--- src/sv/wmaf_pkg.sv ---
package wmaf_pkg;

  localparam int MaxWidthDef = 1024;
  localparam int MaxWinWDef  = 9;
  localparam int MaxWinHDef  = 5;
  localparam int MaxHeight   = 4096;

  localparam int PixW      = 8;
  localparam int RowW      = 13;
  localparam int CfgAddrW  = 3;
  localparam int CfgDataW  = 13;
  localparam int ImgWRegW  = 11;
  localparam int ImgHRegW  = 13;
  localparam int WinWRegW  = 4;
  localparam int WinHRegW  = 3;

  localparam logic [ImgWRegW-1:0] ImgWReset = 11'd640;
  localparam logic [ImgHRegW-1:0] ImgHReset = 13'd480;
  localparam logic [WinWRegW-1:0] WinWReset = 4'd9;
  localparam logic [WinHRegW-1:0] WinHReset = 3'd5;

  localparam logic KindPixel  = 1'b0;
  localparam logic KindFlush  = 1'b1;
  localparam logic ModeAvg    = 1'b0;
  localparam logic ModeMedian = 1'b1;

  typedef enum logic [CfgAddrW-1:0] {
    REG_IMAGE_WIDTH,
    REG_IMAGE_HEIGHT,
    REG_WINDOW_WIDTH,
    REG_WINDOW_HEIGHT,
    REG_FILTER_MODE
  } wmaf_cfg_reg_e;

  typedef enum logic [2:0] {
    ST_IDLE,
    ST_CHECK,
    ST_CMP,
    ST_SCAN,
    ST_DRAIN,
    ST_DIV,
    ST_DONE
  } wmaf_state_e;

  typedef struct packed {
    logic accept;
    logic start_scan;
    logic scan_step;
    logic end_pass;
    logic div_step;
    logic load;
  } wmaf_cmd_t;

  typedef struct packed {
    logic go_pix;
    logic go_flush;
    logic emit_ok;
    logic scan_last;
    logic bit_zero;
    logic mode_avg;
    logic out_free;
  } wmaf_status_t;

endpackage

--- src/sv/wmaf_ctrl.sv ---
module wmaf_ctrl (
  input  logic                  clk_i,
  input  logic                  rst_ni,
  input  logic                  in_valid_i,
  output logic                  in_ready_o,
  input  wmaf_pkg::wmaf_status_t status_i,
  output wmaf_pkg::wmaf_cmd_t    cmd_o
);
  import wmaf_pkg::*;

  wmaf_state_e state_q, state_d;

  always_ff @(posedge clk_i or negedge rst_ni) begin
    if (!rst_ni) begin
      state_q <= ST_IDLE;
    end else begin
      state_q <= state_d;
    end
  end

  always_comb begin
    state_d    = state_q;
    cmd_o      = '0;
    in_ready_o = 1'b0;
    unique case (state_q)
      ST_IDLE: begin
        in_ready_o = 1'b1;
        if (in_valid_i) begin
          cmd_o.accept = 1'b1;
          state_d      = ST_CHECK;
        end
      end
      ST_CHECK: begin
        priority if (status_i.go_flush) begin
          cmd_o.start_scan = 1'b1;
          state_d          = ST_SCAN;
        end else if (status_i.go_pix) begin
          state_d = ST_CMP;
        end else begin
          state_d = ST_IDLE;
        end
      end
      ST_CMP: begin
        if (status_i.emit_ok) begin
          cmd_o.start_scan = 1'b1;
          state_d          = ST_SCAN;
        end else begin
          state_d = ST_IDLE;
        end
      end
      ST_SCAN: begin
        cmd_o.scan_step = 1'b1;
        if (status_i.scan_last) begin
          state_d = ST_DRAIN;
        end
      end
      ST_DRAIN: begin
        // last read word lands now: close the pass
        cmd_o.end_pass = 1'b1;
        priority if (status_i.mode_avg) begin
          state_d = ST_DIV;
        end else if (status_i.bit_zero) begin
          state_d = ST_DONE;
        end else begin
          state_d = ST_SCAN;
        end
      end
      ST_DIV: begin
        cmd_o.div_step = 1'b1;
        if (status_i.bit_zero) begin
          state_d = ST_DONE;
        end
      end
      ST_DONE: begin
        if (status_i.out_free) begin
          cmd_o.load = 1'b1;
          state_d    = ST_IDLE;
        end
      end
      default: state_d = ST_IDLE;
    endcase
  end

  a_load_free: assert property (@(posedge clk_i) disable iff (!rst_ni)
    cmd_o.load |-> status_i.out_free) else $error("result loaded into busy output");
  a_accept_check: assert property (@(posedge clk_i) disable iff (!rst_ni)
    cmd_o.accept |=> state_q == ST_CHECK) else $error("accepted request not checked");
  a_scan_cause: assert property (@(posedge clk_i) disable iff (!rst_ni)
    cmd_o.start_scan |-> (status_i.go_flush || status_i.emit_ok))
    else $error("window scan without a due output");
  a_drain: assert property (@(posedge clk_i) disable iff (!rst_ni)
    (state_q == ST_SCAN && status_i.scan_last) |=> state_q == ST_DRAIN)
    else $error("pass end not drained");

endmodule

--- config.mk ---
export PLATFORM = sky130hd
export DESIGN_NAME = wmaf_ctrl
export DESIGN_NICKNAME = d
export VERILOG_FILES = /design/src/sv/wmaf_pkg.sv /design/src/sv/wmaf_ctrl.sv
export SDC_FILE = /design/constraint.sdc
export NUM_CORES = 1
export LEC_CHECK = 0
export ABC_AREA = 0
export CAP_MARGIN = 20
export CORE_AREA = 5 5 42 44
export CTS_CLUSTER_SIZE = 10
export DETAILED_ROUTE_END_ITERATION = 8
export DIE_AREA = 0 0 47 49
export DONT_BUFFER_PORTS = 1
export GPL_ROUTABILITY_DRIVEN = 0
export PLACE_DENSITY = 0.31
export SETUP_SLACK_MARGIN = 0.1
export SLEW_MARGIN = 20
export SYNTH_ARGS = -nofsm -noshare
export SYNTH_HDL_FRONTEND = slang
export SYNTH_SLANG_ARGS = --single-unit
--- constraint.sdc ---
create_clock -name clk_i -period 1.5 [get_ports clk_i]
set_clock_uncertainty 0.15 [all_clocks]
set_input_delay 0.075 -clock clk_i [delete_from_list [all_inputs] [get_ports clk_i]]
set_output_delay 0.075 -clock clk_i [all_outputs]
set_load 0.01 [all_outputs]
==> impl_metrics.json, run 1 <==
{
  "outcome": "finished, violations left",
  "violations": "negative hold slack",
  "max_stage_delay_ns": 0.53,
  "num_vias": 358,
  "antenna_cells": 0,
  "p_leak_nw": 0.225,
  "wl_per_cell_um": 14.2,
  "grt_first_pass_wirelength_um": 1550,
  "routed_via_density": 5.04,
  "crit_type": "reg2reg",
  "drt_wl_total_um": 1010,
  "final.period_utilization": 0.997,
  "dieArea_sq_mm": 0.00230,
  "slew-limit-headroom": 0.828,
  "core_area_sq_mm": 0.00140,
  "cp-end-kind": "flop",
  "num-fill-cells": 162,
  "hpwl_um": 707,
  "syn_nets": 45,
  "irDropWorstVdd_mv": 0.480,
  "grt-ovfl-total": 0,
  "worst_hold_path_type": "in2reg",
  "grt_pass1_vias": 356,
  "synth_top_area_share": 0.264,
  "postSynthCellCount": 35,
  "port_buffers": 0,
  "synth.distinct_cells": 21,
  "cpMaxStageDelayCell": "or4_4",
  "clock-sinks": 3,
  "power-per-cell-area_mw_per_mm2": 1920,
  "cts_tree": "done",
  "final_nets": 66,
  "setup_viol_count_final": 0,
  "finalMaxSlewViolations": 0,
  "fin_hold_ws_ns": -0.0103,
  "power_w": 0.00102,
  "start_util": 0.203,
  "htreeDepth": 1,
  "rsz0062_at_grt": "yes",
  "drv_cap": 0,
  "synth_area_sq_um": 284,
  "min_period_ns": 1.50,
  "ios": 17,
  "die_w_um": 47,
  "hold_violations": 1,
  "ctsRootBufferMaster": "clkbuf_4",
  "ant_nets": 0,
  "path_cells": "or4_4 > o41a_4 > a21oi_2 > a31oi_1",
  "async_flop_share": 1.00,
  "synth.avg_cell_area_sq_um": 8.11,
  "synth_edf_count": 0,
  "grt_usage": 0.0968,
  "top_register": "state_q",
  "top_regs": "state_q (3)",
  "design_area_sq_um": 533,
  "cp.required_ns": 1.46,
  "grt_max_degree": 11,
  "max_freq_ghz": 0.668,
  "startpoint_type": "flop",
  "worst-path-max-fanout": 3,
  "firstDrtPassIters": 4,
  "worst_pin_slew_ns": 0.256,
  "synth_ff_type": "dfrtp_1",
  "num_rows": 14,
  "clk_pin_slew_ns": 0.04,
  "areaGrowthSynthToFinish_pct": 87.7,
  "synth_seq_area_share": 0.264,
  "fin_util": 0.380,
  "synth_common_cells": "o21ai_0, a21oi_1, dfrtp_1, nor3_1",
  "clk_latency_ns": 0.23,
  "initialDrtViolationCount": 7,
  "drive_gt1_frac": 0.527,
  "yosysTopAreaCell": "dfrtp_1",
  "largest_reg_flops": 3,
  "die_h_um": 49,
  "ys_warn_count": 0,
  "synthTopCellsByArea": "dfrtp_1, o21ai_0, a21oi_1",
  "antenna_found_initial": 0,
  "cts_inserted_buffers": 3,
  "yosysMostFrequentCell": "o21ai_0",
  "cts_buffer_depth": 2,
  "place_area_sq_um": 364,
  "worst_ep_arrival_time_ns": 1.46,
  "synth-seq-cells": 3,
  "remaining_drc_errors": 0
}
[report_power, final]
group / switching, W / internal [W]
Sequential: 0.0000459 / 0.000121
Clock: 0.0000431 / 0.0000998
Combinational: 0.000338 / 0.000374
[path summary, 6_finish.rpt]
path | start | end | slack (ns) | depth (start not counted)
worst max-delay path | state_q[0] | state_q[1] | 0.004 | 4
worst min-delay path | status_i[0] | state_q[2] | -0.01 | 3
worst max register to register | state_q[0] | state_q[1] | 0.004 | 4
worst min register to register | state_q[2] | state_q[2] | 0.61 | 3
max in group asynchronous | rst_ni | state_q[2] | 0.56 | 2
min in group asynchronous | rst_ni | state_q[1] | 0.48 | 2
[placed cells by master (no fill, tap or decap), types with 2 or more instances in the layout]
master	netlist	final
a21oi_2	0	2
dfrtp_1	3	2
nand3b_1	2	2
a31oi_1	2	2
dlygate4sd3_1	0	6
buf_6	1	3
clkbuf_4	0	3
o21ai_0	4	4
inv_2	1	2
buf_4	2	10
[critical path, delay by kind of cell, from the launching register on]
family	cells	cell delay [ns]
flops	1	0.41
simple gates	1	0.53
compound gates	3	0.29
[logic make-up (layout without fill, tap and decap cells)]
kind of cell,after synthesis,count (layout),synth area share
flops,3,3,0.264
compound gates,13,13,0.304
buf+inv,6,26,0.132
simple gates,13,13,0.300
[final cells by class]
| class | count | area, sq um | area share |
|---|---|---|---|
| repair buffers | 19 | 169 | 0.317 |
| multi-input cells | 26 | 230 | 0.432 |
| clock buffers | 4 | 26.3 | 0.0493 |
| inverters | 3 | 11.3 | 0.0211 |
| well taps | 16 | 20.0 | 0.0376 |
| flip-flops and latches | 3 | 76.3 | 0.143 |
[layer usage]
| layer | GRT usage | vias to the layer above | routed length (um) |
|---|---|---|---|
| met3 | 0.0221 | 0 | 80 |
| met5 | 0 | - | 0 |
| met4 | 0.0968 | 0 | 0 |
| met2 | 0.145 | 13 | 524 |
| met1 | 0.102 | 169 | 402 |
| li1 | - | 176 | - |
[what timing repair did]
action                     4_1_cts  5_1_grt
hold endpoints to repair         6        0
gates resized for setup          7        9
buffers inserted                 2        0
pin swaps                        3        3
setup endpoints to repair        8        7
hold buffers                     6        0
[metrics by stage]
step	TNS [ns]	instances	setup slack (ns)
2_1_floorplan	0	35	0.0281
3_3_place_gp	0	59	0.00323
3_5_place_dp	-0.0163	59	-0.0163
4_1_cts	-0.00473	71	-0.00297
5_1_grt	-0.180	71	-0.0564
6_report	0	71	0.00386
Note: power is estimated with default switching activity, not from simulation.
==> inputs of run 2 (changes only) <==
SETUP_SLACK_MARGIN = 0.4   (was 0.1)
SKIP_CTS_REPAIR_TIMING = 1   (was unset)
==> impl_metrics.json, run 2 (synthesis results as in run 1) <==
{
  "outcome": "finished, violations left",
  "violations": "negative hold slack, negative setup slack",
  "top_register": "state_q",
  "final_common_cell": "buf_4",
  "worst_pin_slew_ns": 0.268,
  "pre_cts_slack_ns": -0.0264,
  "worst_r2r_endpoint": "state_q[1]",
  "r2r_cells": 4,
  "grt_first_pass_wirelength_um": 1500,
  "setup_viol_count_final": 1,
  "num_rows": 14,
  "cts_tree": "done",
  "rsz0062_at_grt": "yes",
  "htreeDepth": 1,
  "worst-path-max-fanout": 4,
  "endpoint": "state_q[1]",
  "met3_length_um": 50,
  "dieArea_sq_mm": 0.00230,
  "clk_pin_slew_ns": 0.04,
  "antenna_cells": 0,
  "drt-met1-wl_um": 413,
  "clock-sinks": 3,
  "final.setup.tns_ns": -0.0112,
  "drv_cap": 0,
  "drt_wl_total_um": 1010,
  "hold_violations": 2,
  "min_period_ns": 1.51,
  "core_area_sq_mm": 0.00140,
  "areaGrowthSynthToFinish_pct": 111,
  "cp-end-kind": "flop",
  "remaining_drc_errors": 0,
  "fin_util": 0.429,
  "crit_type": "reg2reg",
  "antenna_found_initial": 0,
  "grt_max_degree": 10,
  "port_buffers": 0,
  "wl_met2_um": 518,
  "power-per-cell-area_mw_per_mm2": 1970,
  "worst_slack_ns": -0.0112,
  "firstDrtPassIters": 2,
  "num_vias": 361,
  "finalMaxSlewViolations": 0,
  "p_leak_nw": 0.237,
  "ctsRootBufferMaster": "clkbuf_4",
  "initialDrtViolationCount": 1,
  "routed_via_density": 5.01,
  "largest_reg_flops": 3,
  "ios": 17,
  "die_w_um": 47,
  "fin_hold_ws_ns": -0.0809,
  "die_h_um": 49,
  "final_nets": 67,
  "cts_buffer_depth": 2,
  "slew-limit-headroom": 0.821,
  "clk_latency_ns": 0.24,
  "drive_gt1_frac": 0.625,
  "regToRegStartpoint": "state_q[0]",
  "cp.required_ns": 1.47,
  "startpoint": "state_q[0]",
  "worst_ep_arrival_time_ns": 1.48,
  "ant_nets": 0,
  "max_freq_ghz": 0.662,
  "grt_usage": 0.0903,
  "start_util": 0.203,
  "grt_pass1_vias": 330,
  "final.period_utilization": 1.01,
  "irDropWorstVdd_mv": 0.656,
  "cts_inserted_buffers": 3,
  "layout_common_cells": "buf_4, buf_6, dlygate4sd3_1, o21ai_0, clkbuf_4",
  "top_regs": "state_q (3)",
  "highest_layer": "met4",
  "rrSetupSlack_ns": -0.01,
  "startpoint_type": "flop",
  "hpwl_um": 695,
  "grt-ovfl-total": 0,
  "wl_per_cell_um": 14.0,
  "worst_hold_path_type": "in2reg"
}
## run 2: routing by layer
| metal | vias to the layer above | track usage |
|---|---|---|
| met1 | 171 | 0.104 |
| met4 | 0 | 0.0553 |
| met3 | 2 | 0.0295 |
| met5 | - | 0 |
| met2 | 9 | 0.138 |
| li1 | 179 | - |
## run 2: worst min-delay path by stage
stage | start | to | slack, ns | cells after the start
finish | status_i[0] | state_q[1] | -0.08 | 2
global route | status_i[0] | state_q[1] | -0.07 | 2
CTS | rst_ni | state_q[1] | -0.62 | 0
detailed placement | rst_ni | state_q[1] | -0.37 | 0
global placement | rst_ni | state_q[0] | -0.37 | 0
floorplan | rst_ni | state_q[0] | -0.37 | 0
## run 2: worst max-delay path: stages, from the launching register on
cell and delay [ns]:
dfrtp_2 0.43, or4_4 0.52, o41a_4 0.13, a21oi_2 0.12, a31oi_1 0.05
## run 2: through the flow
| step | hold slack [ns] | total power [W] | area (sq um) | instances |
|---|---|---|---|---|
| 4_1_cts | -0.624 | 0.000863 | 393 | 62 |
| 2_1_floorplan | -0.371 | 0.000514 | 298 | 35 |
| 5_1_grt | -0.0747 | 0.00127 | 601 | 72 |
| 3_3_place_gp | -0.370 | 0.000711 | 367 | 58 |
| 3_5_place_dp | -0.370 | 0.000711 | 367 | 58 |
| 6_report | -0.0809 | 0.00118 | 601 | 72 |
## run 2: cell type report
class                           instances  area, sq um
Clock buffer                            4         26.3
Timing Repair Buffer                   20          198
Sequential cell                         3         77.6
Fill cell                             150          801
Multi-Input combinational cell         26          268
Tap cell                               16         20.0
Inverter                                3         11.3
## run 2: power by group
part           switching [W]  internal (W)  total, W
logic               0.000387      0.000467  0.000854
registers          0.0000550      0.000124  0.000179
clock network      0.0000482      0.000100  0.000148
